File: src/periodic_easing_waveform_unit_macros.svh
// ----------------------------------------------------------------------------
// periodic easing waveform unit assertion macros
// concurrent assertion wrappers shared by the unit's rtl
// ----------------------------------------------------------------------------
`ifndef PERIODIC_EASING_WAVEFORM_UNIT_MACROS_SVH
`define PERIODIC_EASING_WAVEFORM_UNIT_MACROS_SVH

// same-cycle implication
`define PEWU_ASSERT_IMPLIES(label, clk, rst_n, ante, cons, msg) \
    label: assert property (@(posedge clk) disable iff (!rst_n) (ante) |-> (cons)) \
        else $error(msg);

// next-cycle implication
`define PEWU_ASSERT_NEXT(label, clk, rst_n, ante, cons, msg) \
    label: assert property (@(posedge clk) disable iff (!rst_n) (ante) |=> (cons)) \
        else $error(msg);

`endif

File: src/pewu_pkg.sv
// ----------------------------------------------------------------------------
// pewu_pkg
// shared widths, constants and types of the periodic easing waveform unit
// ----------------------------------------------------------------------------
package pewu_pkg;

    localparam int TIME_BITS_DEF       = 32;
    localparam int TRIG_TABLE_BITS_DEF = 10;

    localparam int IN_W    = 32;
    localparam int CFG_W   = 20;
    localparam int TOT_W   = 22;
    localparam int FRAC_W  = 16;
    localparam int Q_W     = FRAC_W + 1;
    localparam int ALPHA_W = 16;
    localparam int SHAPE_W = 2;
    localparam int IDX_W   = 3;

    localparam logic [16:0] SIN_A = 17'd102944;
    localparam logic [15:0] SIN_B = 16'd42047;
    localparam logic [12:0] SIN_C = 13'd4639;

    localparam logic [SHAPE_W-1:0] SHAPE_SINE       = 2'd0;
    localparam logic [SHAPE_W-1:0] SHAPE_HOLD_PAUSE = 2'd1;
    localparam logic [SHAPE_W-1:0] SHAPE_IMPULSE    = 2'd2;

    localparam logic [IDX_W-1:0] REG_WAVE_SHAPE  = 3'd0;
    localparam logic [IDX_W-1:0] REG_PERIOD      = 3'd1;
    localparam logic [IDX_W-1:0] REG_HOLD_TIME   = 3'd2;
    localparam logic [IDX_W-1:0] REG_SNAP_TIME   = 3'd3;
    localparam logic [IDX_W-1:0] REG_RETURN_TIME = 3'd4;
    localparam logic [IDX_W-1:0] REG_AMPLITUDE   = 3'd5;

    typedef enum logic [2:0] {
        KIND_ZERO,
        KIND_HOLD,
        KIND_SINE,
        KIND_DOWN,
        KIND_UP,
        KIND_CUBIC
    } kind_t;

    typedef struct packed {
        logic [ALPHA_W-1:0] offset;
        logic [ALPHA_W-1:0] alpha;
    } result_t;

endpackage

File: src/pewu_skid.sv
// ----------------------------------------------------------------------------
// pewu_skid
// output register with one skid entry, registered ready toward the pipeline
// ----------------------------------------------------------------------------
module pewu_skid (
    input  logic              clk,
    input  logic              rst_n,
    input  logic              in_valid,
    output logic              in_ready,
    input  pewu_pkg::result_t in_data,
    output logic              out_valid,
    input  logic              out_ready,
    output pewu_pkg::result_t out_data,
    output logic              skid_full
);

    logic              out_valid_reg;
    logic              out_valid_next;
    pewu_pkg::result_t out_data_reg;
    pewu_pkg::result_t out_data_next;
    logic              skid_valid_reg;
    logic              skid_valid_next;
    pewu_pkg::result_t skid_data_reg;
    pewu_pkg::result_t skid_data_next;
    logic              take_in;

    assign take_in = in_valid && !skid_valid_reg;

    always_comb
    begin
        out_valid_next  = out_valid_reg;
        out_data_next   = out_data_reg;
        skid_valid_next = skid_valid_reg;
        skid_data_next  = skid_data_reg;
        if (out_valid_reg && !out_ready)
        begin
            if (take_in)
            begin
                skid_valid_next = 1'b1;
                skid_data_next  = in_data;
            end
        end
        else if (skid_valid_reg)
        begin
            out_valid_next  = 1'b1;
            out_data_next   = skid_data_reg;
            skid_valid_next = 1'b0;
        end
        else
        begin
            out_valid_next = take_in;
            out_data_next  = in_data;
        end
    end

    always_ff @(posedge clk or negedge rst_n)
    begin
        if (!rst_n)
        begin
            out_valid_reg  <= 1'b0;
            skid_valid_reg <= 1'b0;
        end
        else
        begin
            out_valid_reg  <= out_valid_next;
            skid_valid_reg <= skid_valid_next;
        end
    end

    always_ff @(posedge clk)
    begin
        out_data_reg  <= out_data_next;
        skid_data_reg <= skid_data_next;
    end

    assign in_ready  = !skid_valid_reg;
    assign out_valid = out_valid_reg;
    assign out_data  = out_data_reg;
    assign skid_full = skid_valid_reg;

endmodule

File: config.mk
export PLATFORM = sky130hd
export DESIGN_NAME = pewu_skid
export DESIGN_NICKNAME = d
export VERILOG_FILES = /design/src/periodic_easing_waveform_unit_macros.svh /design/src/pewu_pkg.sv /design/src/pewu_skid.sv
export SDC_FILE = /design/constraint.sdc
export NUM_CORES = 1
export LEC_CHECK = 0
export CAP_MARGIN = 20
export CORE_UTILIZATION = 45
export CTS_CLUSTER_DIAMETER = 50
export CTS_CLUSTER_SIZE = 20
export DETAILED_ROUTE_END_ITERATION = 10
export DONT_BUFFER_PORTS = 1
export PLACE_DENSITY = 0.67
export SLEW_MARGIN = 25
export SYNTH_ARGS = -nofsm -noshare
export SYNTH_HDL_FRONTEND = slang
export SYNTH_SLANG_ARGS = --single-unit
export TNS_END_PERCENT = 50
File: constraint.sdc
create_clock -name clk -period 9.8 [get_ports clk]
set_clock_uncertainty 0.05 [all_clocks]
set_input_delay 0.98 -clock clk [delete_from_list [all_inputs] [get_ports clk]]
set_output_delay 0.98 -clock clk [all_outputs]
set_load 0.01 [all_outputs]
# --- Yosys cells after proc, flatten, opt, wreduce, memory -nomap -nowiden ---
# Index checks and enable logic that the tools add are counted.
totals:
  ff_bits: 66
  wordCells: 16
op_classes:
  eq_ne: 1
  muxes: 4
  reduce_logical: 5
op_table:
  columns: ["operator", "count"]
  rows:
  - ["32-bit two-way mux", 1]
  - ["1-bit two-way mux", 3]
  - ["1-bit logical AND", 2]
  - ["1-bit zero test", 2]
  - ["2-bit inequality test (second input constant)", 1]
  - ["2-bit AND reduction", 1]

# --- Depth between registers and ports, before layout ---
logic_depth:
  ltp_word: 4
  depth_mapped: 4
  depth_no_buf: 2

# --- Worst setup path after synthesis ---
# OpenSTA, ideal clock, no wires.
synth_path:
  path_type: "input -> register"
  startpoint: "in out_ready"
  endpoint: "reg skid_data_reg[0] (netlist name), enable pin"
  setup_time_ns: 0.468
  arrival_time_ns: 4.287
  t_required_ns: 9.282
  setup_slack_ns: 4.995
  path_stages: 2
  n_path_buf: 0
  cell_sequence: "nand2b_1 -> nor3b_1"
synth_between:
  elab_chain_cells: 3
synth_rtl:
  columns: ["item", "line_no", "text"]
  rows:
  - ["from (decl)", "pewu_skid.sv:12", "input logic out_ready,"]
  - ["1-bit zero test", "pewu_skid.sv:35", "if (out_valid_reg && !out_ready)"]
  - ["1-bit logical AND", "pewu_skid.sv:35", null]
  - ["2-bit AND reduction (no source line)", null, null]
  - ["to (signal assigned)", "pewu_skid.sv:73", "skid_data_reg <= skid_data_next;"]
  - ["to (decl)", "pewu_skid.sv:23", "pewu_pkg::result_t skid_data_reg;"]
# Every way passes these cells.
# A chain may end at the register's enable or synchronous reset.

# --- Worst setup path after layout ---
layout_path:
  startpoint: "in out_ready"
  endpoint: "reg skid_data_reg[1] (netlist name), enable pin"
# The elaborated chain is that of the path after synthesis.

==> results.toml <==
[timing]
whs_ns = 0.3038
slew_viol_final = 0
rsz0062_at_grt = "false"
slew_headroom_pct = 40.59
max_freq_mhz = 348.0
worst_pin_slew_ns = 0.8912
layout_min_cycle_time_ns = 2.874
fin_tns_setup_ns = 0
hold_violations = 0
setup_viol = 0
fin_crit_sh_pct = 29.32

[floorplan]
core_area_um2 = 5270
io_pins = 71
initial_core_util_pct = 47.98
die_x_um = 76.96
dieArea_um2 = 5923
rows = 26
dieHeight_um = 76.96

[place]
placedCellCount = 175
portBuffers = 0
post_dp_cell_area_um2 = 2566
dp_hpwl_mm = 2.317
place_congestion = 0.6570

[drt]
totalWireLength_mm = 3.611
vias_per_cell = 5.196
ant_nets = 0
drt_iter0_drc = 42
num_vias = 982
first_pass_iters = 4
drc_errors = 0
post_drt_wl_per_cell_um = 19.11

[global_routing]
grt_use_met2_pct = 18.48
grt_pass1_wl_mm = 5.492
grt_remaining_overflow = 0
antenna_found_initial = 0
grt_max_degree = 37
grt_usage_pct = 13.03
gr-usage-met3_pct = 6.548
grt_pass1_vias = 1049
grt_use_met1_pct = 15.48
grt-busiest-layer = "met2"

[clocking]
cts_resized = 0
ctsHoldBuffers = 0
tritoncts = "yes"
cts.sinks = 66
root_buffer = "clkbuf_8"
clk_pin_slew_ns = 0.06
postCtsSetupBuffers = 0
clkLatencyLatePin_ns = 0.32
cts_buffers = 9
cts_buffer_depth = 2
cts-htree-levels = 3

[critical_path]
cp_slowest_cell = "nor3b_2"
cpPeakStageDelay_ns = 0.79
rrSetupSlack_ns = 7.26
cp_data_required_time_ns = 9.74
crit_fanout = 35
setup.worst_path.start_class = "input port"
path_cells = "nand2b_2 > nor3b_2 > buf_4"
cp-end-kind = "register"
critical_path_class = "in2reg"
arrival_ns = 2.81

[synth]
synth_top_cell_by_area = "edfxtp_1"
yosysMostFrequentCell = "edfxtp_1"
ys.flop_type = "edfxtp_1"
synth_area_um2 = 2529
synth_area_leaders = "edfxtp_1, mux2_4, mux2_2"
syn_nets = 144
synth.distinct_cells = 12
synthTopCellsByCount = "edfxtp_1, mux2_4, mux2_2"
avgSynthCellArea_um2 = 23.41
yosysTopAreaCellShare_pct = 76.00
synthCells = 108
synth_edf_count = 64
synth-seq-cells = 66
ys_warn_count = 0
async_reset_ff_share_pct = 3.030
synth.yosys.seq_area_share_pct = 77.98

[cells_and_area]
antenna_cells = 0
multi_input_area_um2 = 494.2
syn_to_final_growth_pct = 7.224
fin_nets = 152
seqCellArea_um2 = 1976
drive_above_1_share_pct = 37.82
fin_cells = 189
design_area_um2 = 2711
fillers = 461

[status]
status = "finished clean"

[run]
drv_cap = 0

[power_and_ir_drop]
internal_power_uw = 441.8
pwr-share-comb_pct = 5.1
power_density_nw_per_um2 = 205.5
switching_share_pct = 20.71
clkPwrFrac_pct = 31.3
p_switching_uw = 115.4
leakage_uw = 0.0009468
seq_power_share_pct = 63.5
ir_drop_uv = 139.7

[hold_path]
hp-class = "in2async"
==> layout by cell type (no fill, tap or decap), drive strengths merged, types with 2 or more instances in the layout <==
master / instances
dfrtp: 2
edfxtp: 64
nor2: 2
clkbuf: 13
mux2: 32
==> worst paths after layout <==
| kind | startpoint | endpoint | cells past startpoint |
|---|---|---|---|
| min in group clk | skid_data_reg[8]$_DFFE_PP_ | out_data[8]$_DFFE_PN_ | 1 |
| max in group asynchronous | rst_n | skid_full$_DFFE_PN0P_ | 0 |
| hold reg to reg | skid_data_reg[8]$_DFFE_PP_ | out_data[8]$_DFFE_PN_ | 1 |
| setup reg to reg | out_valid$_DFFE_PN0N_ | skid_data_reg[1]$_DFFE_PP_ | 3 |
| setup / recovery | out_ready | skid_data_reg[1]$_DFFE_PP_ | 3 |
| hold / removal | rst_n | skid_full$_DFFE_PN0P_ | 0 |
==> kinds of logic after synthesis <==
logic type	Yosys count	share of synthesized area, %
flip-flops	66	77.98
multiplexers	32	18.26
AND/OR/NAND/NOR	5	0.9898
buffers and inverters	5	2.771
==> routing by layer <==
layer	vias up	routed length, µm
met5	-	0
met4	0	50
met3	7	391
met2	55	1670
met1	481	1499
li1	439	-
==> power by group through the flow <==
stage | Clock [µW] | Combinational (µW) | Sequential [µW]
CTS | 180 | 29.7 | 354
finish | 175 | 28.7 | 354
detailed placement | 0 | 29.8 | 360
global route | 193 | 30.6 | 356
floorplan | 0 | 33.3 | 352
global placement | 0 | 28.5 | 359
==> area by class of cell <==
| class | instances | share of cell area (%) |
|---|---|---|
| inverters | 1 | 0.1384 |
| well taps | 70 | 3.230 |
| clock buffers | 13 | 5.122 |
| flip-flops and latches | 66 | 72.87 |
| repair buffers | 1 | 0.2769 |
| clock inverters | 1 | 0.1384 |
| multi-input cells | 37 | 18.23 |
==> metrics by stage <==
stage / total power (µW) / setup WS [ns] / util (%)
after floorplan: 385.6 / 4.995 / -
after global placement: 387.9 / 6.659 / 48.69
after detailed placement: 389.9 / 6.534 / 48.69
after CTS: 564.3 / 6.897 / 51.40
after global routing: 579.2 / 6.753 / 51.45
final: 557.1 / 6.926 / 51.45
==> worst max-delay path, delay by kind of cell <==
family / cells / cell delay [ns]
buffers and inverters: 1 / 0.43
and+or+nand+nor: 2 / 1.38
(Power assumes the default switching activity.)
