--- src/periodic_easing_waveform_unit_macros.svh ---
// ----------------------------------------------------------------------------
// periodic easing waveform unit assertion macros
// concurrent assertion wrappers shared by the unit's rtl
// ----------------------------------------------------------------------------
`ifndef PERIODIC_EASING_WAVEFORM_UNIT_MACROS_SVH
`define PERIODIC_EASING_WAVEFORM_UNIT_MACROS_SVH

// same-cycle implication
`define PEWU_ASSERT_IMPLIES(label, clk, rst_n, ante, cons, msg) \
    label: assert property (@(posedge clk) disable iff (!rst_n) (ante) |-> (cons)) \
        else $error(msg);

// next-cycle implication
`define PEWU_ASSERT_NEXT(label, clk, rst_n, ante, cons, msg) \
    label: assert property (@(posedge clk) disable iff (!rst_n) (ante) |=> (cons)) \
        else $error(msg);

`endif

--- src/pewu_pkg.sv ---
// ----------------------------------------------------------------------------
// pewu_pkg
// shared widths, constants and types of the periodic easing waveform unit
// ----------------------------------------------------------------------------
package pewu_pkg;

    localparam int TIME_BITS_DEF       = 32;
    localparam int TRIG_TABLE_BITS_DEF = 10;

    localparam int IN_W    = 32;
    localparam int CFG_W   = 20;
    localparam int TOT_W   = 22;
    localparam int FRAC_W  = 16;
    localparam int Q_W     = FRAC_W + 1;
    localparam int ALPHA_W = 16;
    localparam int SHAPE_W = 2;
    localparam int IDX_W   = 3;

    localparam logic [16:0] SIN_A = 17'd102944;
    localparam logic [15:0] SIN_B = 16'd42047;
    localparam logic [12:0] SIN_C = 13'd4639;

    localparam logic [SHAPE_W-1:0] SHAPE_SINE       = 2'd0;
    localparam logic [SHAPE_W-1:0] SHAPE_HOLD_PAUSE = 2'd1;
    localparam logic [SHAPE_W-1:0] SHAPE_IMPULSE    = 2'd2;

    localparam logic [IDX_W-1:0] REG_WAVE_SHAPE  = 3'd0;
    localparam logic [IDX_W-1:0] REG_PERIOD      = 3'd1;
    localparam logic [IDX_W-1:0] REG_HOLD_TIME   = 3'd2;
    localparam logic [IDX_W-1:0] REG_SNAP_TIME   = 3'd3;
    localparam logic [IDX_W-1:0] REG_RETURN_TIME = 3'd4;
    localparam logic [IDX_W-1:0] REG_AMPLITUDE   = 3'd5;

    typedef enum logic [2:0] {
        KIND_ZERO,
        KIND_HOLD,
        KIND_SINE,
        KIND_DOWN,
        KIND_UP,
        KIND_CUBIC
    } kind_t;

    typedef struct packed {
        logic [ALPHA_W-1:0] offset;
        logic [ALPHA_W-1:0] alpha;
    } result_t;

endpackage

--- src/pewu_mod.sv ---
// ----------------------------------------------------------------------------
// pewu_mod
// pipelined restoring remainder of the elapsed time by the cycle length
// ----------------------------------------------------------------------------
module pewu_mod #(
    parameter int TIME_BITS = pewu_pkg::TIME_BITS_DEF
) (
    input  logic                       clk,
    input  logic                       rst_n,
    input  logic                       en,
    input  logic                       in_valid,
    input  logic [TIME_BITS-1:0]       in_time,
    input  logic [pewu_pkg::TOT_W-1:0] total,
    output logic                       out_valid,
    output logic [pewu_pkg::TOT_W-1:0] out_rem
);

    localparam int TOT_W = pewu_pkg::TOT_W;

    logic                 valid_reg [TIME_BITS];
    logic                 valid_next [TIME_BITS];
    logic [TOT_W-1:0]     rem_reg [TIME_BITS];
    logic [TOT_W-1:0]     rem_next [TIME_BITS];
    logic [TIME_BITS-1:0] time_reg [TIME_BITS];
    logic [TIME_BITS-1:0] time_next [TIME_BITS];
    logic [TOT_W-1:0]     rem_src [TIME_BITS];
    logic [TIME_BITS-1:0] time_src [TIME_BITS];
    logic [TOT_W:0]       cand [TIME_BITS];

    always_comb
    begin
        valid_next[0] = in_valid;
        rem_src[0]    = '0;
        time_src[0]   = in_time;
        for (int k = 1; k < TIME_BITS; k++)
        begin
            valid_next[k] = valid_reg[k-1];
            rem_src[k]    = rem_reg[k-1];
            time_src[k]   = time_reg[k-1];
        end
        for (int k = 0; k < TIME_BITS; k++)
        begin
            cand[k] = {rem_src[k], time_src[k][TIME_BITS-1]};
            if (cand[k] >= {1'b0, total})
            begin
                rem_next[k] = TOT_W'(cand[k] - {1'b0, total});
            end
            else
            begin
                rem_next[k] = cand[k][TOT_W-1:0];
            end
            time_next[k] = time_src[k] << 1;
        end
    end

    always_ff @(posedge clk or negedge rst_n)
    begin
        if (!rst_n)
        begin
            for (int k = 0; k < TIME_BITS; k++)
            begin
                valid_reg[k] <= 1'b0;
            end
        end
        else if (en)
        begin
            valid_reg <= valid_next;
        end
    end

    always_ff @(posedge clk)
    begin
        if (en)
        begin
            rem_reg  <= rem_next;
            time_reg <= time_next;
        end
    end

    assign out_valid = valid_reg[TIME_BITS-1];
    assign out_rem   = rem_reg[TIME_BITS-1];

endmodule

--- config.mk ---
export PLATFORM = sky130hd
export DESIGN_NAME = pewu_mod
export DESIGN_NICKNAME = d
export VERILOG_FILES = /design/src/periodic_easing_waveform_unit_macros.svh /design/src/pewu_pkg.sv /design/src/pewu_mod.sv
export SDC_FILE = /design/constraint.sdc
export NUM_CORES = 2
export LEC_CHECK = 0
export BUFFER_PORTS_ARGS = -buffer_cell sky130_fd_sc_hd__buf_2
export CAP_MARGIN = 15
export CORE_ASPECT_RATIO = 0.75
export CORE_MARGIN = 2
export CORE_UTILIZATION = 38
export DETAILED_ROUTE_END_ITERATION = 10
export HOLD_SLACK_MARGIN = 0.1
export PLACE_DENSITY = 0.63
export SLEW_MARGIN = 20
export SYNTH_ARGS = -nofsm -noshare
export SYNTH_HDL_FRONTEND = slang
export SYNTH_SLANG_ARGS = --single-unit
export TNS_END_PERCENT = 30
--- constraint.sdc ---
create_clock -name clk -period 3.1 [get_ports clk]
set_input_delay 0.31 -clock clk [delete_from_list [all_inputs] [get_ports clk]]
set_output_delay 0.31 -clock clk [all_outputs]
set_load 0.02 [all_outputs]
Yosys cells after proc, flatten, opt, wreduce, memory -nomap -nowiden --
Cells that the tools add are included.
Word-level totals: bits of input ports 58, output and inout port bits 23, memory bits (writable) 0, logic and storage cells 192, memories kept 0, latch bits 0, bits in read-only memories 0, register bits 1232
Cells by class: shift-type cells 0, reductions and logical operators 0, $mul 0, divide/modulo/power cells 0, equality and inequality tests 0, muxes and demuxes 32, bitwise logic cells 0, order comparisons 32, $add $sub $neg 32
Operators with widths (number):
- greater-or-equal comparator 23 x 22 -> 1 bit | 31
- two-way mux 22 bit | 31
- subtractor 22 bit | 31
- greater-or-equal comparator 1 x 22 -> 1 bit | 1
- subtractor 1 x 22 -> 22 bit | 1
- two-way mux 1 bit | 1

Depth between registers and ports, before layout --
word-level depth 2, gate-level depth with buffers 14

Worst setup path before layout --
No wires, ideal clock.
kind in2reg, start input total[1] in the netlist's numbering, end register rem_reg (netlist bit cand[73]) (data pin), setup slack -1.225 ns, arrival time 4.065 ns, cell stages on the path 13, data required time 2.840 ns, path through inv_1 > clkbuf_1 > ha_1 > nor2b_1 > o211ai_1 > a31o_2 > a211oi_2 > a21oi_2 > o21ai_2 > or4_4 > a311oi_4 > buf_6 > mux2_4
RTL lines:
- start: declaration | line pewu_mod.sv:13 | input logic [pewu_pkg::TOT_W-1:0] total,
- end signal: assignment | line pewu_mod.sv:75 | rem_reg <= rem_next;
- end: declaration | line pewu_mod.sv:22 | logic [TOT_W-1:0] rem_reg [TIME_BITS];

==> qor.csv <==
stage;metric;value;unit
outcome;status;finished with violations;
outcome;failing checks;setup timing;
cells_and_area;Area Overhead vs Synth;32.59;%
worst_setup_path;Setup Crit Path Kind;flip-flop to flip-flop;
hold_path;Hold Path Class;input pin to flip-flop;
cells_and_area;Multi-input gate area;41610;um^2
cells_and_area;Util after Layout;0.5070;
synthesis;Simple-Gate Fraction of Synth Area;0.09982;
place;buffers added on ports;80;
synthesis;Seq/Total Area, Yosys;0.4752;
timing;Worst Hold Slack;0.1997;ns
cells_and_area;layout cells sized above 1;0.3185;
routing;DRC violations left;0;
floorplanning;Top Ports;81;
global_routing;GR Util All Layers;0.2103;
worst_setup_path;CP Cell Sequence;ha_4, nor2b_4, o211ai_1, a31o_2, a211oi_4, a21oi_2, o21ai_2, or4_4, a311oi_4, buf_4, clkbuf_16, mux2_4;
floorplanning;DIE AREA;207600;um^2
synthesis;asr flop ratio synth;0.02597;
hold_path;Hold EP;time_next[987];
worst_setup_path;crit end category;flip-flop;
worst_setup_path;CP Launch Type;flip-flop;
cells_and_area;fill count;17690;
synthesis;EDFF count, synth;1200;
global_routing;largest net degree at the start of global routing;119;
floorplanning;Die X;525.5;um
routing;vias per cell;5.399;
synthesis;post-synthesis compound-gate area fraction;0.1589;
power;maximum vdd drop;637.7;uV
cells_and_area;final std cells w/o fill;11500;
worst_setup_path;CP peak stage delay;0.44;ns
power;Leakage;0.04307;uW
synthesis;synth warn;0;
cells_and_area;most frequent cells in the layout;buf_4, edfxtp_1, ha_1, a21oi_1, nor2_1;
power;pwr/cell area;1138;nW/um^2
synthesis;Netlist cell types;86;
timing;Final Hold Vio Count;0;
routing;Routed WL;227.0;mm
cells_and_area;leading cell type in the layout, fill and taps excluded;buf_4;
worst_setup_path;crit-path leading delay family;compound AO/OA/AOI/OAI gates;
place;gpl congestion;0.9310;
synthesis;Post-Syn Area per Cell;11.25;um^2
floorplanning;Cell Rows;143;
floorplanning;core area;202700;um^2
worst_setup_path;Register-to-Register Path Depth;12;
timing;Setup TNS;-7.442;ns
hold_path;WHS Path Cells;2;
worst_setup_path;worst-path fanout max;5;
timing;Max Freq;0.3009;GHz
cts;clock tree from TritonCTS;done;
timing;Clock Skews;0.04885;ns
routing;via count;62110;
timing;relative slew slack;0.5782;
worst_setup_path;critical path's slowest cell;or4_4;
worst_setup_path;Worst EP arrival;3.87;ns
routing;DR iter-0 viols;5323;
cts;CTS Buffer Depth;4;
timing;RSZ-0062 raised after global routing;yes;
worst_setup_path;slack of the worst reg-to-reg path;-0.22;ns
global_routing;grt total ovfl;0;
worst_setup_path;reg2reg start;cand[93];
timing;Final setup viols;98;
floorplanning;die height;395.1;um
synthesis;Post-Synth Adder-Cell Area;0.1184;
timing;fin. max-slew vios;0;
routing;Final ANT Viol Nets;0;
routing;DRT Pass-1 Iters;6;
power;Power, Total;117000;uW
cells_and_area;Diodes inserted;0;
synthesis;main combinational cell family by area after synthesis;compound AO/OA/AOI/OAI gates;
cts;H-tree levels;4;
floorplanning;starting density of the core;0.3824;
synthesis;mux cell area share after synthesis;0.06591;
synthesis;Top FF cell, synth;edfxtp_1;
synthesis;Synth Register Bits;1232;
timing;Least-Margin Pin Slew;0.6304;ns
place;placed cell count;11120;
worst_setup_path;Critical Path RT;3.64;ns
cts;Clock transition at path regs;0.06;ns
synthesis;Synth Area in XOR/XNOR;0.06068;
worst_setup_path;Worst R2R End;cand[90];
global_routing;initial antenna violation count;13;
timing;Final Critical Period;3.323;ns
synthesis;synthesized cell area;77510;um^2
timing;setup ws final;-0.2230;ns
place;DP HPWL;167.7;mm
hold_path;hold path startpoint;in_time[25];
worst_setup_path;CP Buf/Inv Count;2;
cts;CTS Sinks;1232;
synthesis;Syn Inst Count;6887;
synthesis;syn nets;7660;
cells_and_area;register area;36840;um^2
global_routing;global-route wire length before repair;347.0;mm
cts;worst skew pair latency;0.81;ns
timing;period utilization;1.072;
cts;CTS buffer count;146;
run;max-cap viol count;0;
routing;drt wl/cell;19.74;um
global_routing;vias in the first global route;60520;
cts;Clock Root Buffer;clkbuf_16;
cells_and_area;fin nets;9496;
-- layout make-up --
| type | instances | share of cell area |
|---|---|---|
| Tap cell | 2682 | 0.03265 |
| Sequential cell | 1232 | 0.3584 |
| Multi-Input combinational cell | 5249 | 0.4048 |
| Inverter | 235 | 0.009045 |
| Timing Repair Buffer | 1859 | 0.1510 |
| Clock buffer | 184 | 0.03869 |
| Clock inverter | 63 | 0.005344 |
-- power breakdown --
group / switching [uW] / internal (uW)
registers: 3980 / 26800
clock network: 7040 / 9730
logic: 32500 / 36900
total: 43600 / 73400
-- metal layers --
layer,global-route usage,vias up,share of wire
met1,0.3245,30140,0.50
met3,0.02801,306,0.059
met5,0,-,0
li1,-,29920,-
met2,0.3106,1745,0.42
met4,0.04532,0,0.021
-- stage by stage --
step                setup WS (ns)  cell area [um^2]
floorplan                 -0.4272             77780
global placement          -0.7176             94340
detailed placement        -0.7359             94340
CTS                       -0.2386            100700
global route              -0.3108            102800
finish                    -0.2230            102800
-- Yosys cell counts (22+ instances only) --
cell	n	area, um^2
xnor2_1	351	3074
a211oi_1	53	397.9
nor2_1	512	1922
xor2_1	186	1629
nand3_1	123	615.6
nand2_1	361	1355
a21o_1	280	2102
and2_1	22	137.6
nor2b_1	103	644.4
o31ai_1	33	247.7
inv_1	235	882.1
a21boi_0	28	210.2
clkbuf_1	122	457.9
o21a_1	112	840.8
a21oi_1	646	3233
o21ai_0	354	1772
o211ai_1	35	262.8
o21bai_1	57	427.9
and3_1	60	375.4
nor4_1	25	156.4
nor3_1	112	560.5
dfrtp_1	32	800.8
fa_1	31	620.6
mux2_4	35	525.5
mux2i_1	36	360.4
edfxtp_1	1200	36030
nand2b_1	77	481.7
or3_1	35	219.0
o31a_1	29	254.0
nand4_1	106	663.1
buf_2	34	170.2
mux2_2	374	4212
ha_1	684	8558
a31oi_1	77	481.7
-- what timing repair did --
action | 4_1_cts | 5_1_grt
endpoints found under the hold margin | 121 | 0
gates cloned | 12 | 12
pin swaps | 52 | 116
gates resized for setup | 220 | 335
hold buffers | 41 | 0
setup buffers | 31 | 49
setup endpoints to repair | 326 | 548
-- state kept, by name, summed over array words and instances (netlist names) --
signal      count
cand          713
out_valid       1
out_rem        22
time_next     465
valid_next     31
-- worst max path at each step --
stage | start | end | cells past startpoint | slack [ns]
after global routing | cand[93] | cand[89] | 12 | -0.31
after floorplan | total[8] | cand[389] | 11 | -0.43
final | cand[93] | cand[90] | 12 | -0.22
after global placement | total[0] | cand[180] | 14 | -0.72
after CTS | cand[93] | cand[72] | 11 | -0.24
after detailed placement | total[0] | cand[596] | 15 | -0.74
-- cell families after synthesis --
family	Yosys count
multiplexers	446
buffers and inverters	409
flip-flops	1232
AO/OA/AOI/OAI	1934
adder cells (fa/ha/maj)	715
AND/OR/NAND/NOR	1614
XOR/XNOR	537
(Power assumes the default switching activity.)
