## config.mk

```make
export PLATFORM = sky130hd
export DESIGN_NAME = pewu_div
export DESIGN_NICKNAME = d
export VERILOG_FILES = /design/src/periodic_easing_waveform_unit_macros.svh /design/src/pewu_pkg.sv /design/src/pewu_div.sv
export SDC_FILE = /design/constraint.sdc
export NUM_CORES = 1
export LEC_CHECK = 0
export BUFFER_PORTS_ARGS = -buffer_cell sky130_fd_sc_hd__buf_2
export CORE_MARGIN = 4
export CORE_UTILIZATION = 48
export CTS_CLUSTER_SIZE = 10
export DETAILED_ROUTE_END_ITERATION = 12
export PLACE_DENSITY = 0.6
export SETUP_SLACK_MARGIN = 0.5
export SYNTH_ARGS = -nofsm -noshare
export SYNTH_HDL_FRONTEND = slang
export SYNTH_SLANG_ARGS = --single-unit
```

## constraint.sdc

```tcl
create_clock -name clk -period 8.8 [get_ports clk]
set_clock_uncertainty 0.2 [all_clocks]
set_input_delay 1.32 -clock clk [delete_from_list [all_inputs] [get_ports clk]]
set_output_delay 1.32 -clock clk [all_outputs]
set_load 0.03 [all_outputs]
```

## src/periodic_easing_waveform_unit_macros.svh

```systemverilog
// ----------------------------------------------------------------------------
// periodic easing waveform unit assertion macros
// concurrent assertion wrappers shared by the unit's rtl
// ----------------------------------------------------------------------------
`ifndef PERIODIC_EASING_WAVEFORM_UNIT_MACROS_SVH
`define PERIODIC_EASING_WAVEFORM_UNIT_MACROS_SVH

// same-cycle implication
`define PEWU_ASSERT_IMPLIES(label, clk, rst_n, ante, cons, msg) \
    label: assert property (@(posedge clk) disable iff (!rst_n) (ante) |-> (cons)) \
        else $error(msg);

// next-cycle implication
`define PEWU_ASSERT_NEXT(label, clk, rst_n, ante, cons, msg) \
    label: assert property (@(posedge clk) disable iff (!rst_n) (ante) |=> (cons)) \
        else $error(msg);

`endif

```

## src/pewu_pkg.sv

```systemverilog
// ----------------------------------------------------------------------------
// pewu_pkg
// shared widths, constants and types of the periodic easing waveform unit
// ----------------------------------------------------------------------------
package pewu_pkg;

    localparam int TIME_BITS_DEF       = 32;
    localparam int TRIG_TABLE_BITS_DEF = 10;

    localparam int IN_W    = 32;
    localparam int CFG_W   = 20;
    localparam int TOT_W   = 22;
    localparam int FRAC_W  = 16;
    localparam int Q_W     = FRAC_W + 1;
    localparam int ALPHA_W = 16;
    localparam int SHAPE_W = 2;
    localparam int IDX_W   = 3;

    localparam logic [16:0] SIN_A = 17'd102944;
    localparam logic [15:0] SIN_B = 16'd42047;
    localparam logic [12:0] SIN_C = 13'd4639;

    localparam logic [SHAPE_W-1:0] SHAPE_SINE       = 2'd0;
    localparam logic [SHAPE_W-1:0] SHAPE_HOLD_PAUSE = 2'd1;
    localparam logic [SHAPE_W-1:0] SHAPE_IMPULSE    = 2'd2;

    localparam logic [IDX_W-1:0] REG_WAVE_SHAPE  = 3'd0;
    localparam logic [IDX_W-1:0] REG_PERIOD      = 3'd1;
    localparam logic [IDX_W-1:0] REG_HOLD_TIME   = 3'd2;
    localparam logic [IDX_W-1:0] REG_SNAP_TIME   = 3'd3;
    localparam logic [IDX_W-1:0] REG_RETURN_TIME = 3'd4;
    localparam logic [IDX_W-1:0] REG_AMPLITUDE   = 3'd5;

    typedef enum logic [2:0] {
        KIND_ZERO,
        KIND_HOLD,
        KIND_SINE,
        KIND_DOWN,
        KIND_UP,
        KIND_CUBIC
    } kind_t;

    typedef struct packed {
        logic [ALPHA_W-1:0] offset;
        logic [ALPHA_W-1:0] alpha;
    } result_t;

endpackage

```

## src/pewu_div.sv

```systemverilog
// ----------------------------------------------------------------------------
// pewu_div
// pipelined fractional divider, q = floor(num * 2^16 / den) for num <= den
// ----------------------------------------------------------------------------
module pewu_div (
    input  logic                       clk,
    input  logic                       rst_n,
    input  logic                       en,
    input  logic                       in_valid,
    input  pewu_pkg::kind_t            in_kind,
    input  logic [pewu_pkg::CFG_W-1:0] in_num,
    input  logic [pewu_pkg::CFG_W-1:0] in_den,
    output logic                       out_valid,
    output pewu_pkg::kind_t            out_kind,
    output logic [pewu_pkg::Q_W-1:0]   out_q
);

    localparam int CFG_W = pewu_pkg::CFG_W;
    localparam int Q_W   = pewu_pkg::Q_W;

    logic             valid_reg [Q_W];
    logic             valid_next [Q_W];
    pewu_pkg::kind_t  kind_reg [Q_W];
    pewu_pkg::kind_t  kind_next [Q_W];
    logic [CFG_W-1:0] den_reg [Q_W];
    logic [CFG_W-1:0] den_next [Q_W];
    logic [CFG_W-1:0] rem_reg [Q_W];
    logic [CFG_W-1:0] rem_next [Q_W];
    logic [Q_W-1:0]   q_reg [Q_W];
    logic [Q_W-1:0]   q_next [Q_W];
    logic [Q_W-1:0]   q_src [Q_W];
    logic [CFG_W:0]   cand [Q_W];
    logic             qbit [Q_W];

    always_comb
    begin
        valid_next[0] = in_valid;
        kind_next[0]  = in_kind;
        den_next[0]   = in_den;
        cand[0]       = {1'b0, in_num};
        q_src[0]      = '0;
        for (int k = 1; k < Q_W; k++)
        begin
            valid_next[k] = valid_reg[k-1];
            kind_next[k]  = kind_reg[k-1];
            den_next[k]   = den_reg[k-1];
            cand[k]       = {rem_reg[k-1], 1'b0};
            q_src[k]      = q_reg[k-1];
        end
        for (int k = 0; k < Q_W; k++)
        begin
            qbit[k] = (cand[k] >= {1'b0, den_next[k]});
            if (qbit[k])
            begin
                rem_next[k] = CFG_W'(cand[k] - {1'b0, den_next[k]});
            end
            else
            begin
                rem_next[k] = cand[k][CFG_W-1:0];
            end
            q_next[k] = {q_src[k][Q_W-2:0], qbit[k]};
        end
    end

    always_ff @(posedge clk or negedge rst_n)
    begin
        if (!rst_n)
        begin
            for (int k = 0; k < Q_W; k++)
            begin
                valid_reg[k] <= 1'b0;
            end
        end
        else if (en)
        begin
            valid_reg <= valid_next;
        end
    end

    always_ff @(posedge clk)
    begin
        if (en)
        begin
            kind_reg <= kind_next;
            den_reg  <= den_next;
            rem_reg  <= rem_next;
            q_reg    <= q_next;
        end
    end

    assign out_valid = valid_reg[Q_W-1];
    assign out_kind  = kind_reg[Q_W-1];
    assign out_q     = q_reg[Q_W-1];

endmodule

```

Word-level counts from Yosys, hierarchy flattened. Cells that the tools add are included.

Add/sub/neg operators: 16. Order comparisons: 17. Mux-type cells: 16.

Operators with widths (number): 21-bit by 20-bit >= comparator with 1-bit output (16); 20-bit two-way mux (16); 20-bit subtractor (16); 20-bit >= comparator (1).

Bits in registers: 861. Bits of input ports: 47. Output and inout port bits: 21. Word-level logic and storage cells: 147.

Longest topological paths before layout.
Depth in word-level cells: 2. Depth in mapped cells: 13. Depth with buffers taken out: 11.

Worst setup path before layout. Ideal clock, no wire load.

Kind: input to register. From: input in_den[2] in the netlist's numbering. To: register rem_reg (netlist bit cand[329]) (data pin). Setup time: 0.260 ns. Data arrival time: 3.514 ns. Data required time: 8.340 ns. Slack: 4.826 ns. Stages: 11. Buffers on the path: 1. Cells stage by stage: inv_1 -> ha_1 -> nor2b_1 -> o31ai_1 -> a21oi_1 -> o31ai_1 -> a21boi_0 -> o21ai_0 -> a21oi_1 -> buf_2 -> mux2_2.

RTL lines: from (decl) (RTL line pewu_div.sv:12) `input logic [pewu_pkg::CFG_W-1:0] in_den,`; to (signal assigned) (RTL line pewu_div.sv:86) `rem_reg <= rem_next;`; to (decl) (RTL line pewu_div.sv:27) `logic [CFG_W-1:0] rem_reg [Q_W];`.

==> flow_summary_export.csv <==
group,metric,value,unit
outcome,status,"finished, final reports clean",
placed_design,postPlaceCellArea,0.0492,sq mm
cts,cts_resized,0,
pwr,cellPowerDensity,352,mW/mm^2
global_route,grt_start_max_net_pins,187,
routing,detail-route-antenna-nets,0,
cts,clk_pin_slew_worst_paths,50,ps
critical_path,crit_path_class,"input pin to flop",
cts,clockBufferDepth,3,
timing,final-setup-viol-count,0,
cts,cts_setup_buffers,0,
cts,cts-htree-levels,3,
timing,final-max-slew-violation-count,0,
timing,min_period,4360,ps
pwr,leakagePower,21.2,nW
final_layout,multiInputGateArea,0.0197,sq mm
synth,yosysWarnings,0,
synth,number_of_synthesized_flops_with_an_enable_pin,844,
final_layout,post_route_cells_drive_above_1_share,0.106,
synth,synthesis.nets,4433,
cts,cts_made_buffers,101,
timing,worstMarginPinSlew,1350,ps
pwr,max-vdd-ir-drop,0.000169,V
placed_design,half_perimeter_wire_length_after_detailed_placement,69700,um
timing,setup_repair_after_global_routing_missed_its_margin,"no",
floorplan,row_count,114,
critical_path,critPathLaunch,"in_num[0]",
floorplan,initial_core_util,0.487,
hold_path,worstHoldPathType,"flop to flop",
critical_path,timing.critical_path.arrival,4570,ps
hold_path,holdCritStartpoint,"kind_next[17]",
final_layout,layout.cell_area.non_filler,0.0521,sq mm
global_route,tot_gr_track_use,0.181,
routing,routed_wl,94400,um
final_layout,area_growth,10.0,%
final_layout,finalNonFillerCells,5466,
global_route,grt_first_pass_wirelength,151000,um
routing,via_count,30100,
synth,synth_top_flop_cell,"sky130_fd_sc_hd__edfxtp_1",
timing,max-slew-margin-rel,0.0993,
final_layout,antenna_cells_inserted,0,
global_route,grt_pass1_vias,30900,
cts,cts_hold_repair.buffers,0,
floorplan,width_of_the_die,322,um
floorplan,floorplan.die.height,322,um
critical_path,critPathMaxFanout,19,
critical_path,reg2reg_from,"cand[194]",
routing,wire_per_inst,17.3,um
critical_path,setup.reg_to_reg.worst_slack,4810,ps
synth,netlist-cell-type-count,88,
final_layout,fin_nets,4540,
timing,timing.hold.ws,204,ps
final_layout,sequential_cell_area,0.0258,sq mm
synth,synth-seq-area-share,0.544,
synth,post_synth_instance_area,0.0474,sq mm
floorplan,core_area,0.0973,sq mm
cts,clk_latency,690,ps
run,max-cap-violations,0,
cts,cts_tree,"yes",
critical_path,required,9020,ps
synth,post_synth.cell_area_avg,11.8,sq um
critical_path,startpoint_type,"input pin",
critical_path,timing.critical_path.to_type,"flop",
routing,routed_via_density,5.51,
timing,total_negative_setup_slack,0,ps
floorplan,floorplan.die_area,0.104,sq mm
placed_design,port_buffers,67,
routing,detailedRoute.firstPassIterationCount,5,
global_route,grt_antenna_before_repair,0,
routing,drt_drc_violations_left,0,
placed_design,gp_congestion,0.903,
placed_design,placedCellCount,5311,
final_layout,final.fill_count,8459,
timing,report.final.hold_viol_count,0,
synth,ys_seq_elements,861,
timing,fin_crit_sh,0.495,
routing,dr.first_iter.drc_count,1260,
timing,clock.fmax,0.230,GHz
cts,clock_tree_root_driver_cell,"sky130_fd_sc_hd__clkbuf_16",
global_route,total_congestion_overflow_after_global_routing,0,
synth,netlist_instances,4031,
synth,async_flop_share,0.0197,
cts,clock_sink_count,861,
floorplan,pin_count,68,
report_power, final:
group	internal, mW	switching [mW]	leakage, nW	total (mW)
Clock	2.17	1.60	1.41	3.77
Sequential	5.98	0.471	8.45	6.45
Combinational	3.68	4.43	11.3	8.11
Total	11.8	6.50	21.2	18.3
worst paths after layout:
check,to,depth (start not counted)
hold / removal,kind_next[14],0
setup reg to reg,cand[181],9
min in group asynchronous,valid_next[5],1
max in group asynchronous,valid_next[7],1
setup / recovery,cand[325],13
hold reg to reg,kind_next[14],0
logic make-up (layout without fill, tap and decap cells):
family | count (synthesis) | count (layout) | synth area share
adders and majority gates | 355 | 355 | 0.0963
muxes | 225 | 225 | 0.0540
and+or+nand+nor | 898 | 898 | 0.0908
buffers and inverters | 518 | 677 | 0.0422
DFF | 861 | 861 | 0.544
AOI/OAI and AO/OA | 949 | 949 | 0.131
xor gates and xnor gates | 225 | 225 | 0.0416
cell type report:
type                            count  area share
Clock buffer                      136      0.0514
Timing Repair Buffer               87      0.0105
Tap cell                         1276      0.0306
Inverter                          435      0.0314
Sequential cell                   861       0.494
Multi-Input combinational cell   2652       0.377
Clock inverter                     19     0.00482
layout by cell type (no fill, tap or decap), types with 22 or more instances in the layout:
cell type,Yosys,final
sky130_fd_sc_hd__nand2b_1,37,37
sky130_fd_sc_hd__and3_1,29,29
sky130_fd_sc_hd__inv_1,432,432
sky130_fd_sc_hd__or3_1,25,25
sky130_fd_sc_hd__o211ai_1,27,27
sky130_fd_sc_hd__clkbuf_16,0,101
sky130_fd_sc_hd__a211oi_1,41,41
sky130_fd_sc_hd__mux2_2,183,183
sky130_fd_sc_hd__nand4_1,39,39
sky130_fd_sc_hd__nand2_1,216,216
sky130_fd_sc_hd__a21oi_1,274,273
sky130_fd_sc_hd__mux2i_1,26,26
sky130_fd_sc_hd__ha_1,339,339
sky130_fd_sc_hd__o31ai_1,22,22
sky130_fd_sc_hd__nor3_1,71,70
sky130_fd_sc_hd__o21bai_1,30,30
sky130_fd_sc_hd__a21o_1,127,127
sky130_fd_sc_hd__nand3_1,87,87
sky130_fd_sc_hd__xor2_1,81,81
sky130_fd_sc_hd__o21ai_0,169,168
sky130_fd_sc_hd__a31oi_1,32,32
sky130_fd_sc_hd__o21a_1,58,58
sky130_fd_sc_hd__xnor2_1,144,144
sky130_fd_sc_hd__buf_2,20,66
sky130_fd_sc_hd__clkbuf_1,56,33
sky130_fd_sc_hd__edfxtp_1,844,844
sky130_fd_sc_hd__nor2b_1,58,58
sky130_fd_sc_hd__nor2_1,259,259
metrics by stage:
stage	setup WS, ps	total power [mW]	utilization
after floorplan	4830	12.7	-
after global placement	3780	14.5	0.506
after detailed placement	3730	14.6	0.506
after CTS	4460	18.5	0.536
after global routing	4330	19.7	0.536
final	4440	18.3	0.536
critical path, cell delays in order:
cell and delay [ps]:
sky130_fd_sc_hd__buf_2 90, sky130_fd_sc_hd__inv_1 60, sky130_fd_sc_hd__ha_1 190, sky130_fd_sc_hd__fa_1 220
sky130_fd_sc_hd__nor2b_1 70, sky130_fd_sc_hd__o31ai_1 400, sky130_fd_sc_hd__a21oi_1 290, sky130_fd_sc_hd__o31ai_1 380
sky130_fd_sc_hd__a21boi_0 380, sky130_fd_sc_hd__o21ai_0 250, sky130_fd_sc_hd__a21oi_2 220, sky130_fd_sc_hd__buf_4 310
sky130_fd_sc_hd__mux2_2 370
synth_stat cells, drive strengths merged, types with 73 or more instances:
cell type | instances | area [sq um]
edfxtp | 844 | 25300
nor3 | 73 | 375
o21ai | 175 | 880
xor2 | 81 | 709
nand2 | 216 | 811
xnor2 | 144 | 1260
nand3 | 87 | 435
inv | 434 | 1630
a21o | 127 | 953
ha | 339 | 4240
a21oi | 279 | 1420
mux2 | 199 | 2300
nor2 | 259 | 972
state kept, by name, summed over array words and instances (netlist names):
register / flops
valid_next: 16
den_next: 320
cand: 320
kind_next: 48
out_q: 17
out_valid: 1
q_next: 136
out_kind: 3
per-layer routing:
layer | routed length [um] | vias to the layer above | GRT usage
li1 | - | 15000 | -
met1 | 31400 | 14300 | 0.158
met2 | 55000 | 507 | 0.384
met3 | 2820 | 240 | 0.0243
met4 | 5210 | 0 | 0.103
met5 | 0 | - | 0
Note: power is estimated with default switching activity, not from simulation.
