==> src/periodic_easing_waveform_unit_macros.svh <==
// ----------------------------------------------------------------------------
// periodic easing waveform unit assertion macros
// concurrent assertion wrappers shared by the unit's rtl
// ----------------------------------------------------------------------------
`ifndef PERIODIC_EASING_WAVEFORM_UNIT_MACROS_SVH
`define PERIODIC_EASING_WAVEFORM_UNIT_MACROS_SVH

// same-cycle implication
`define PEWU_ASSERT_IMPLIES(label, clk, rst_n, ante, cons, msg) \
    label: assert property (@(posedge clk) disable iff (!rst_n) (ante) |-> (cons)) \
        else $error(msg);

// next-cycle implication
`define PEWU_ASSERT_NEXT(label, clk, rst_n, ante, cons, msg) \
    label: assert property (@(posedge clk) disable iff (!rst_n) (ante) |=> (cons)) \
        else $error(msg);

`endif

==> src/pewu_pkg.sv <==
// ----------------------------------------------------------------------------
// pewu_pkg
// shared widths, constants and types of the periodic easing waveform unit
// ----------------------------------------------------------------------------
package pewu_pkg;

    localparam int TIME_BITS_DEF       = 32;
    localparam int TRIG_TABLE_BITS_DEF = 10;

    localparam int IN_W    = 32;
    localparam int CFG_W   = 20;
    localparam int TOT_W   = 22;
    localparam int FRAC_W  = 16;
    localparam int Q_W     = FRAC_W + 1;
    localparam int ALPHA_W = 16;
    localparam int SHAPE_W = 2;
    localparam int IDX_W   = 3;

    localparam logic [16:0] SIN_A = 17'd102944;
    localparam logic [15:0] SIN_B = 16'd42047;
    localparam logic [12:0] SIN_C = 13'd4639;

    localparam logic [SHAPE_W-1:0] SHAPE_SINE       = 2'd0;
    localparam logic [SHAPE_W-1:0] SHAPE_HOLD_PAUSE = 2'd1;
    localparam logic [SHAPE_W-1:0] SHAPE_IMPULSE    = 2'd2;

    localparam logic [IDX_W-1:0] REG_WAVE_SHAPE  = 3'd0;
    localparam logic [IDX_W-1:0] REG_PERIOD      = 3'd1;
    localparam logic [IDX_W-1:0] REG_HOLD_TIME   = 3'd2;
    localparam logic [IDX_W-1:0] REG_SNAP_TIME   = 3'd3;
    localparam logic [IDX_W-1:0] REG_RETURN_TIME = 3'd4;
    localparam logic [IDX_W-1:0] REG_AMPLITUDE   = 3'd5;

    typedef enum logic [2:0] {
        KIND_ZERO,
        KIND_HOLD,
        KIND_SINE,
        KIND_DOWN,
        KIND_UP,
        KIND_CUBIC
    } kind_t;

    typedef struct packed {
        logic [ALPHA_W-1:0] offset;
        logic [ALPHA_W-1:0] alpha;
    } result_t;

endpackage

==> src/pewu_shape.sv <==
// ----------------------------------------------------------------------------
// pewu_shape
// phase to sine polynomial, cubic attack, alpha and scaled offset pipeline
// ----------------------------------------------------------------------------
module pewu_shape #(
    parameter int TRIG_TABLE_BITS = pewu_pkg::TRIG_TABLE_BITS_DEF
) (
    input  logic                             clk,
    input  logic                             rst_n,
    input  logic                             en,
    input  logic                             in_valid,
    input  pewu_pkg::kind_t                  in_kind,
    input  logic [pewu_pkg::Q_W-1:0]         in_q,
    input  logic signed [pewu_pkg::ALPHA_W-1:0] amplitude,
    output logic                             out_valid,
    output pewu_pkg::result_t                out_result
);

    localparam int TTB  = TRIG_TABLE_BITS;
    localparam int PH_W = TTB + 2;
    localparam logic [PH_W-1:0] QUARTER = {2'b01, {TTB{1'b0}}};
    localparam logic [TTB:0]    QUARTER_I = {1'b1, {TTB{1'b0}}};
    localparam logic [12:0]     SIN_C_EXT = pewu_pkg::SIN_C;

    // stage 0: phase and fold
    logic [PH_W-1:0] ph_sin;
    logic [PH_W-1:0] ph_up;
    logic [PH_W-1:0] phase;
    logic [TTB:0]    i_fold;
    logic [16:0]     x_trig;
    logic            s0_valid_reg;
    pewu_pkg::kind_t s0_kind_reg;
    logic [16:0]     s0_x_reg;
    logic [16:0]     s0_x_next;
    logic            s0_neg_reg;

    assign ph_sin = in_q[15 -: PH_W];
    assign ph_up  = {1'b0, in_q[15 -: PH_W-1]};

    always_comb
    begin
        unique case (in_kind)
            pewu_pkg::KIND_SINE: phase = ph_sin;
            pewu_pkg::KIND_DOWN: phase = ph_sin + QUARTER;
            default:             phase = ph_up + QUARTER;
        endcase
        if (phase[TTB])
        begin
            i_fold = QUARTER_I - {1'b0, phase[TTB-1:0]};
        end
        else
        begin
            i_fold = {1'b0, phase[TTB-1:0]};
        end
        x_trig    = {i_fold, {(16 - TTB){1'b0}}};
        s0_x_next = (in_kind == pewu_pkg::KIND_CUBIC) ? in_q : x_trig;
    end

    // stage 1: square
    logic            s1_valid_reg;
    pewu_pkg::kind_t s1_kind_reg;
    logic [16:0]     s1_x_reg;
    logic            s1_neg_reg;
    logic [33:0]     s1_sq_reg;
    logic [33:0]     s1_sq_next;

    assign s1_sq_next = s0_x_reg * s0_x_reg;

    // stage 2: c * x2 and cube
    logic            s2_valid_reg;
    pewu_pkg::kind_t s2_kind_reg;
    logic [16:0]     s2_x_reg;
    logic            s2_neg_reg;
    logic [16:0]     s2_x2_reg;
    logic [13:0]     s2_t1_reg;
    logic [16:0]     s2_cu_reg;
    logic [29:0]     t1_prod;
    logic [50:0]     cu_prod;

    assign t1_prod = SIN_C_EXT * s1_sq_reg[32:16];
    assign cu_prod = s1_sq_reg * s1_x_reg;

    // stage 3: (b - t1) * x2
    logic            s3_valid_reg;
    pewu_pkg::kind_t s3_kind_reg;
    logic [16:0]     s3_x_reg;
    logic            s3_neg_reg;
    logic [16:0]     s3_cu_reg;
    logic [16:0]     s3_t2_reg;
    logic [32:0]     t2_prod;

    assign t2_prod = (pewu_pkg::SIN_B - {2'b00, s2_t1_reg}) * s2_x2_reg;

    // stage 4: (a - t2) * x
    logic            s4_valid_reg;
    pewu_pkg::kind_t s4_kind_reg;
    logic            s4_neg_reg;
    logic [16:0]     s4_cu_reg;
    logic [17:0]     s4_y_reg;
    logic [33:0]     y_prod;

    assign y_prod = (pewu_pkg::SIN_A - s3_t2_reg) * s3_x_reg;

    // stage 5: alpha
    logic                   s5_valid_reg;
    logic signed [15:0]     s5_alpha_reg;
    logic [15:0]            alpha_next;
    logic [16:0]            y_clamp;
    logic [15:0]            sine_mag;
    logic signed [18:0]     c_val;
    logic signed [18:0]     m_val;

    always_comb
    begin
        y_clamp  = (s4_y_reg > 18'd65536) ? 17'h10000 : s4_y_reg[16:0];
        sine_mag = y_clamp[16:1];
        c_val    = s4_neg_reg ? -$signed({2'b00, y_clamp}) : $signed({2'b00, y_clamp});
        m_val    = '0;
        unique case (s4_kind_reg)
            pewu_pkg::KIND_SINE:
            begin
                if (s4_neg_reg)
                begin
                    alpha_next = 16'(~sine_mag + 16'd1);
                end
                else
                begin
                    alpha_next = (sine_mag > 16'd32767) ? 16'h7fff : sine_mag;
                end
            end
            pewu_pkg::KIND_DOWN:
            begin
                m_val      = 19'sd65536 - c_val;
                alpha_next = 16'(-(m_val >>> 2));
            end
            pewu_pkg::KIND_UP:
            begin
                m_val      = 19'sd65536 + c_val;
                alpha_next = 16'(-(m_val >>> 2));
            end
            pewu_pkg::KIND_CUBIC:
            begin
                m_val      = 19'sd65536 - $signed({2'b00, s4_cu_reg});
                alpha_next = 16'(-(m_val >>> 1));
            end
            pewu_pkg::KIND_HOLD:
            begin
                alpha_next = 16'h8000;
            end
            default:
            begin
                alpha_next = '0;
            end
        endcase
    end

    // stage 6: scale
    logic               s6_valid_reg;
    logic signed [15:0] s6_alpha_reg;
    logic signed [31:0] s6_prod_reg;
    logic signed [31:0] prod_next;

    assign prod_next = s5_alpha_reg * amplitude;

    // stage 7: floor shift and saturate
    logic               s7_valid_reg;
    pewu_pkg::result_t  s7_result_reg;
    pewu_pkg::result_t  s7_result_next;
    logic signed [31:0] sh_val;

    always_comb
    begin
        sh_val               = s6_prod_reg >>> 15;
        s7_result_next.alpha = s6_alpha_reg;
        if (sh_val > 32'sd32767)
        begin
            s7_result_next.offset = 16'h7fff;
        end
        else if (sh_val < -32'sd32768)
        begin
            s7_result_next.offset = 16'h8000;
        end
        else
        begin
            s7_result_next.offset = sh_val[15:0];
        end
    end

    always_ff @(posedge clk or negedge rst_n)
    begin
        if (!rst_n)
        begin
            s0_valid_reg <= 1'b0;
            s1_valid_reg <= 1'b0;
            s2_valid_reg <= 1'b0;
            s3_valid_reg <= 1'b0;
            s4_valid_reg <= 1'b0;
            s5_valid_reg <= 1'b0;
            s6_valid_reg <= 1'b0;
            s7_valid_reg <= 1'b0;
        end
        else if (en)
        begin
            s0_valid_reg <= in_valid;
            s1_valid_reg <= s0_valid_reg;
            s2_valid_reg <= s1_valid_reg;
            s3_valid_reg <= s2_valid_reg;
            s4_valid_reg <= s3_valid_reg;
            s5_valid_reg <= s4_valid_reg;
            s6_valid_reg <= s5_valid_reg;
            s7_valid_reg <= s6_valid_reg;
        end
    end

    always_ff @(posedge clk)
    begin
        if (en)
        begin
            s0_kind_reg   <= in_kind;
            s0_x_reg      <= s0_x_next;
            s0_neg_reg    <= phase[PH_W-1];

            s1_kind_reg   <= s0_kind_reg;
            s1_x_reg      <= s0_x_reg;
            s1_neg_reg    <= s0_neg_reg;
            s1_sq_reg     <= s1_sq_next;

            s2_kind_reg   <= s1_kind_reg;
            s2_x_reg      <= s1_x_reg;
            s2_neg_reg    <= s1_neg_reg;
            s2_x2_reg     <= s1_sq_reg[32:16];
            s2_t1_reg     <= t1_prod[29:16];
            s2_cu_reg     <= cu_prod[48:32];

            s3_kind_reg   <= s2_kind_reg;
            s3_x_reg      <= s2_x_reg;
            s3_neg_reg    <= s2_neg_reg;
            s3_cu_reg     <= s2_cu_reg;
            s3_t2_reg     <= t2_prod[32:16];

            s4_kind_reg   <= s3_kind_reg;
            s4_neg_reg    <= s3_neg_reg;
            s4_cu_reg     <= s3_cu_reg;
            s4_y_reg      <= y_prod[33:16];

            s5_alpha_reg  <= $signed(alpha_next);

            s6_alpha_reg  <= s5_alpha_reg;
            s6_prod_reg   <= prod_next;

            s7_result_reg <= s7_result_next;
        end
    end

    assign out_valid  = s7_valid_reg;
    assign out_result = s7_result_reg;

endmodule

==> config.mk <==
export PLATFORM = sky130hd
export DESIGN_NAME = pewu_shape
export DESIGN_NICKNAME = d
export VERILOG_FILES = /design/src/periodic_easing_waveform_unit_macros.svh /design/src/pewu_pkg.sv /design/src/pewu_shape.sv
export SDC_FILE = /design/constraint.sdc
export NUM_CORES = 2
export LEC_CHECK = 0
export ABC_AREA = 1
export BUFFER_PORTS_ARGS = -buffer_cell sky130_fd_sc_hd__buf_2
export CORE_ASPECT_RATIO = 1.25
export CORE_UTILIZATION = 65
export CTS_CLUSTER_DIAMETER = 100
export DETAILED_ROUTE_END_ITERATION = 10
export GPL_ROUTABILITY_DRIVEN = 1
export PLACE_DENSITY = 0.82
export SYNTH_ARGS = -nofsm -noshare
export SYNTH_HDL_FRONTEND = slang
export SYNTH_SLANG_ARGS = --single-unit
==> constraint.sdc <==
create_clock -name clk -period 10.2 [get_ports clk]
set_input_delay 1.02 -clock clk [delete_from_list [all_inputs] [get_ports clk]]
set_output_delay 1.02 -clock clk [all_outputs]
set_load 0.1 [all_outputs]
[After elaboration in Yosys (flattened, before gate mapping)]
Index checks and enable logic that the tools add are counted.
Word-level totals
  register bits: 343
  input port bits: 40
  output and inout port bits: 33
  word-level logic and storage cells: 77
Operators by class
  add/subtract/negate cells: 13
  multiply operators: 6
  $lt $le $gt $ge: 4
  equality and inequality tests: 8
  mux-type cells: 9
  bitwise logic cells: 1
Operators with widths (count)
  16-bit one-hot mux with 5 select lines: 1
  34-bit by 17-bit multiplier with 49-bit output: 1
  16-bit 2-to-1 mux: 3
  16-bit negation: 3
  17-bit by 17-bit multiplier with 34-bit output: 1
  18-bit by 18-bit multiplier with 34-bit output: 1
  17-bit 2-to-1 mux: 2
  17-bit by 18-bit multiplier with 33-bit output: 1
  16-bit by 16-bit multiplier with 32-bit output: 1
  13-bit by 17-bit multiplier with 30-bit output, first input constant: 1
  12-bit one-hot mux with 2 select lines: 1
  18-bit adder, first input constant: 1
  18-bit by 17-bit > comparator with 1-bit output, second input constant: 1
  18-bit 2-to-1 mux: 1
  17-bit negation with 18-bit output: 1
  17-bit by 17-bit subtractor with 18-bit output, first input constant: 1
  18-bit subtractor, first input constant: 1
  17-bit by 16-bit > comparator with 1-bit output, second input constant: 1
  17-bit by 16-bit less-than comparator with 1-bit output, second input constant: 1
  16-bit by 14-bit subtractor with 17-bit output, first input constant: 1
  17-bit subtractor, first input constant: 1
  16-bit by 1-bit adder with 16-bit output, second input constant: 1
  16-bit by 15-bit > comparator with 1-bit output, second input constant: 1
  16-bit inverter: 1
  7 further kinds: 12

[Depth between registers and ports, before layout]
  depth after elaboration: 7
  depth in mapped cells: 43
  mapped depth without buffers: 42

[Least setup slack after synthesis]
No wires, ideal clock.
  kind: reg-to-reg
  start point: reg s3_t2_reg[0]
  end point: reg s4_y_reg[16], data pin
  setup time: 276 ps
  arrival time: 7029 ps
  required time: 9924 ps
  setup slack: 2896 ps
  stages on the path, launching flop included: 40
  path buffers: 2
  period minus slack after synthesis: 7304 ps
  cell sequence: edfxtp_1 > clkbuf_1 > inv_1 > ha_1 > nand2_1 > or3_1 > nand2_1 > inv_1 > nor2_1 > inv_1 > nor2_1 > inv_1 > o2bb2ai_1 > nor2_1 > o21ai_0 > and2_1 > clkbuf_1 > clkinv_1 > [4 not listed] > fa_1 > inv_1 > fa_1 > fa_1 > inv_1 > fa_1 > inv_1 > ha_1 > nand2_1 > nor2_1 > inv_1 > o221ai_1 > a21oi_1 > o21ai_0 > a21o_1 > nand2_1 > o311ai_0 > xor2_1
Between the ends
  word-level cells in the longest chain between the ends: 2
Ends and longest elaborated chain
  from (decl): RTL line pewu_shape.sv:89  | logic [16:0] s3_t2_reg;
  from (signal assigned): RTL line pewu_shape.sv:239  | s3_t2_reg <= t2_prod[32:16];
  17-bit by 17-bit subtractor with 18-bit output: RTL line pewu_shape.sv:102  | assign y_prod = (pewu_pkg::SIN_A - s3_t2_reg) * s3_x_reg;
  18-bit by 18-bit multiplier with 34-bit output: RTL line pewu_shape.sv:102
  named net y_prod[32]: RTL line pewu_shape.sv:100  | logic [33:0] y_prod;
  to (signal assigned): RTL line pewu_shape.sv:244  | s4_y_reg <= y_prod[33:16];
  to (decl): RTL line pewu_shape.sv:99  | logic [17:0] s4_y_reg;
The timed path passes the listed nets, and every way through them passes these cells.
A chain may end at the register's enable or synchronous reset.

[Worst setup path in the final report]
  start point: reg s3_t2_reg[0]
  end point: reg s4_y_reg[13], data pin
The elaborated chain is that of the path after synthesis.

==> flow_summary.yaml <==
run_status:
  status: "complete, no violations"
logic_synthesis:
  ys_ff_latch: 326
  synthFlopType: "edfxtp_1"
  synth_edf_count: 318
  avgSynthCellArea_um2: 8.627
  synth-seq-area-share_pct: 13.50
  syn_inst: 8369
  ys_async_sr_fraction_pct: 2.454
  synthDistinctLibCells: 68
  yosysWarningCount: 0
  syn_area_mm2: 0.07220
timing:
  timing.max_slew.rel_slack_pct: 16.88
  drv_slew: 0
  period_needed_ps: 8383
  skew_ps: 58.70
  setup_tns_ps: 0
  rsz0062_at_grt: "no"
  fin_crit_sh_pct: 82.19
  tightest_slew_ps: 1247
  setup_viol: 0
  timing.final.hold_violations: 0
  fmax_mhz: 119.3
  holdWs_ps: 209.5
place:
  port-buffer-count: 72
  placed_cells: 9663
  dp.final_hpwl_um: 142100
  gp_congestion: 0.9489
die:
  die_y_um: 374.6
  coreArea_mm2: 0.1101
  die-area_mm2: 0.1124
  die_w_um: 300.1
  io_pins: 73
  start_util_pct: 65.58
  rows: 136
clock_network:
  postCtsSetupRepairBufs: 0
  cts_made_buffers: 40
  clk_path_buf_depth: 3
  cts_resized: 0
  cts_sinks: 326
  root_buffer: "clkbuf_16"
  cts_tree: "built"
  ctsHtreeMaxLevel: 2
  postCtsHoldBufs: 0
  clkLatencyLatePin_ps: 640
  clk_pin_slew_ps: 60
detailed_routing:
  remaining_drc_errors: 0
  firstDrtPassIters: 6
  viasPerCell: 5.500
  wl_per_cell_um: 18.14
  drt-initial-drc-count: 3501
  drtAntennaViolNets: 0
  drt-total-wl_um: 176700
  vias: 53570
setup_path:
  cp_max_fo: 17
  endpoint_kind: "register"
  critPathSlowestCell: "edfxtp_1"
  crit_path_max_incr_delay_ps: 710
  critPathArrivalTime_ps: 8770
  worstSetupPathType: "register to register"
  cpMostUsedCell: "nand2_1"
  r2r_slack_ps: 1820
  crit_path_start_kind: "register"
  required_ps: 10590
cells_and_area:
  layout-drive-gt1-share_pct: 3.777
  final_util_pct: 68.21
  final_common_cell: "inv_1"
  layout.nets: 10380
  layout_common_cells: "inv_1, nand2_1, fa_1, ha_1, nor2_1"
  instances_no_fill: 9740
  syn_to_final_growth_pct: 4.012
grt:
  grt_pass1_wl_um: 292900
  grt_use_total_pct: 33.11
  grt_max_degree: 175
  gr-total-overflow: 0
  antenna_found_initial: 4
  first_global_vias: 59500
flow_run:
  cap_violations: 0
hold_path:
  hold_path_class: "input pin to asynchronous set/reset pin"
==> synth_stat cells (3+ instances only) <==
library cell | instances | area [um2]
o21a_1 | 10 | 75.07
o2111ai_1 | 8 | 70.07
or2_2 | 24 | 150.1
nor2_1 | 409 | 1535
nand2_1 | 1735 | 6513
a21o_1 | 14 | 105.1
a31oi_1 | 11 | 68.82
dfrtp_1 | 8 | 200.2
nor2_4 | 8 | 90.09
inv_2 | 4 | 15.01
nand4_1 | 33 | 206.5
a211oi_1 | 4 | 30.03
buf_2 | 5 | 25.02
fa_1 | 1484 | 29710
o21ai_0 | 149 | 745.7
nand3b_1 | 5 | 37.54
and3_1 | 3 | 18.77
a21oi_1 | 226 | 1131
o21bai_1 | 11 | 82.58
xor2_1 | 121 | 1060
o211ai_1 | 21 | 157.7
nor2_2 | 10 | 62.56
nor3_1 | 31 | 155.2
o221ai_1 | 11 | 96.34
buf_1 | 3 | 11.26
edfxtp_1 | 318 | 9549
nand2_2 | 32 | 200.2
xor2_2 | 3 | 48.80
ha_1 | 602 | 7532
nand3_2 | 3 | 30.03
nor4_1 | 8 | 50.05
inv_1 | 2475 | 9290
clkbuf_1 | 285 | 1070
o41ai_1 | 6 | 52.55
nand2_4 | 9 | 101.4
o31ai_1 | 11 | 82.58
nand3_1 | 132 | 660.6
a21boi_0 | 3 | 22.52
o21ai_1 | 3 | 15.01
clkinv_1 | 22 | 82.58
xnor2_1 | 69 | 604.3
==> area by class of cell <==
cell class                      count  area (um2)
Multi-Input combinational cell   5251       51930
Fill cell                        8356       35000
Clock buffer                       49        1076
Sequential cell                   326        9749
Antenna cell                        4       10.01
Inverter                         2502        9394
Timing Repair Buffer              135       855.8
Clock inverter                     24       264.0
Tap cell                         1449        1813
==> worst paths after layout <==
check | to | startpoint | cells past startpoint
setup / recovery | s4_y_reg[13] | s3_t2_reg[0] | 40
hold / removal | s1_valid_reg | rst_n | 1
setup reg to reg | s4_y_reg[13] | s3_t2_reg[0] | 40
hold reg to reg | s4_kind_reg[0] | s3_kind_reg[0] | 0
max in group asynchronous | s5_valid_reg | rst_n | 1
min in group clk | s4_kind_reg[0] | s3_kind_reg[0] | 0
==> through the flow <==
stage / cell area, um2 / setup slack [ps]
4_1_cts: 75090 / 1799
3_3_place_gp: 73750 / 1970
5_1_grt: 75100 / 1237
2_1_floorplan: 72220 / 2896
6_report: 75100 / 1817
3_5_place_dp: 73750 / 1766
==> metal layers <==
| metal | global-route usage (%) | part of all wire [%] | vias up |
|---|---|---|---|
| met1 | 37.42 | 35 | 26630 |
| met5 | 0 | 0 | - |
| met2 | 59.53 | 51 | 2248 |
| met3 | 4.970 | 6.8 | 675 |
| li1 | - | - | 24020 |
| met4 | 18.46 | 6.3 | 0 |
==> cells by family after synthesis <==
group	after synthesis	share of synthesized area, %
DFF	326	13.50
AOI/OAI and AO/OA	507	4.059
buffers and inverters	2798	14.61
other	2	0.01040
adders and majority gates	2086	51.58
xor gates and xnor gates	195	2.449
and+or+nand+nor	2455	13.78
==> critical path: cells and delay by family, from the launching register on <==
| kind | cells | cell delay [ps] |
|---|---|---|
| AND/OR/NAND/NOR | 18 | 2350 |
| flip-flops | 1 | 710 |
| AO/OA/AOI/OAI | 6 | 950 |
| adder cells (fa/ha/maj) | 7 | 3320 |
| buffers and inverters | 8 | 730 |
| XOR/XNOR | 1 | 130 |
Power is left out: the tool's default activity adds up to more than one toggle a clock period on the data nets, which glitch-free logic cannot reach.
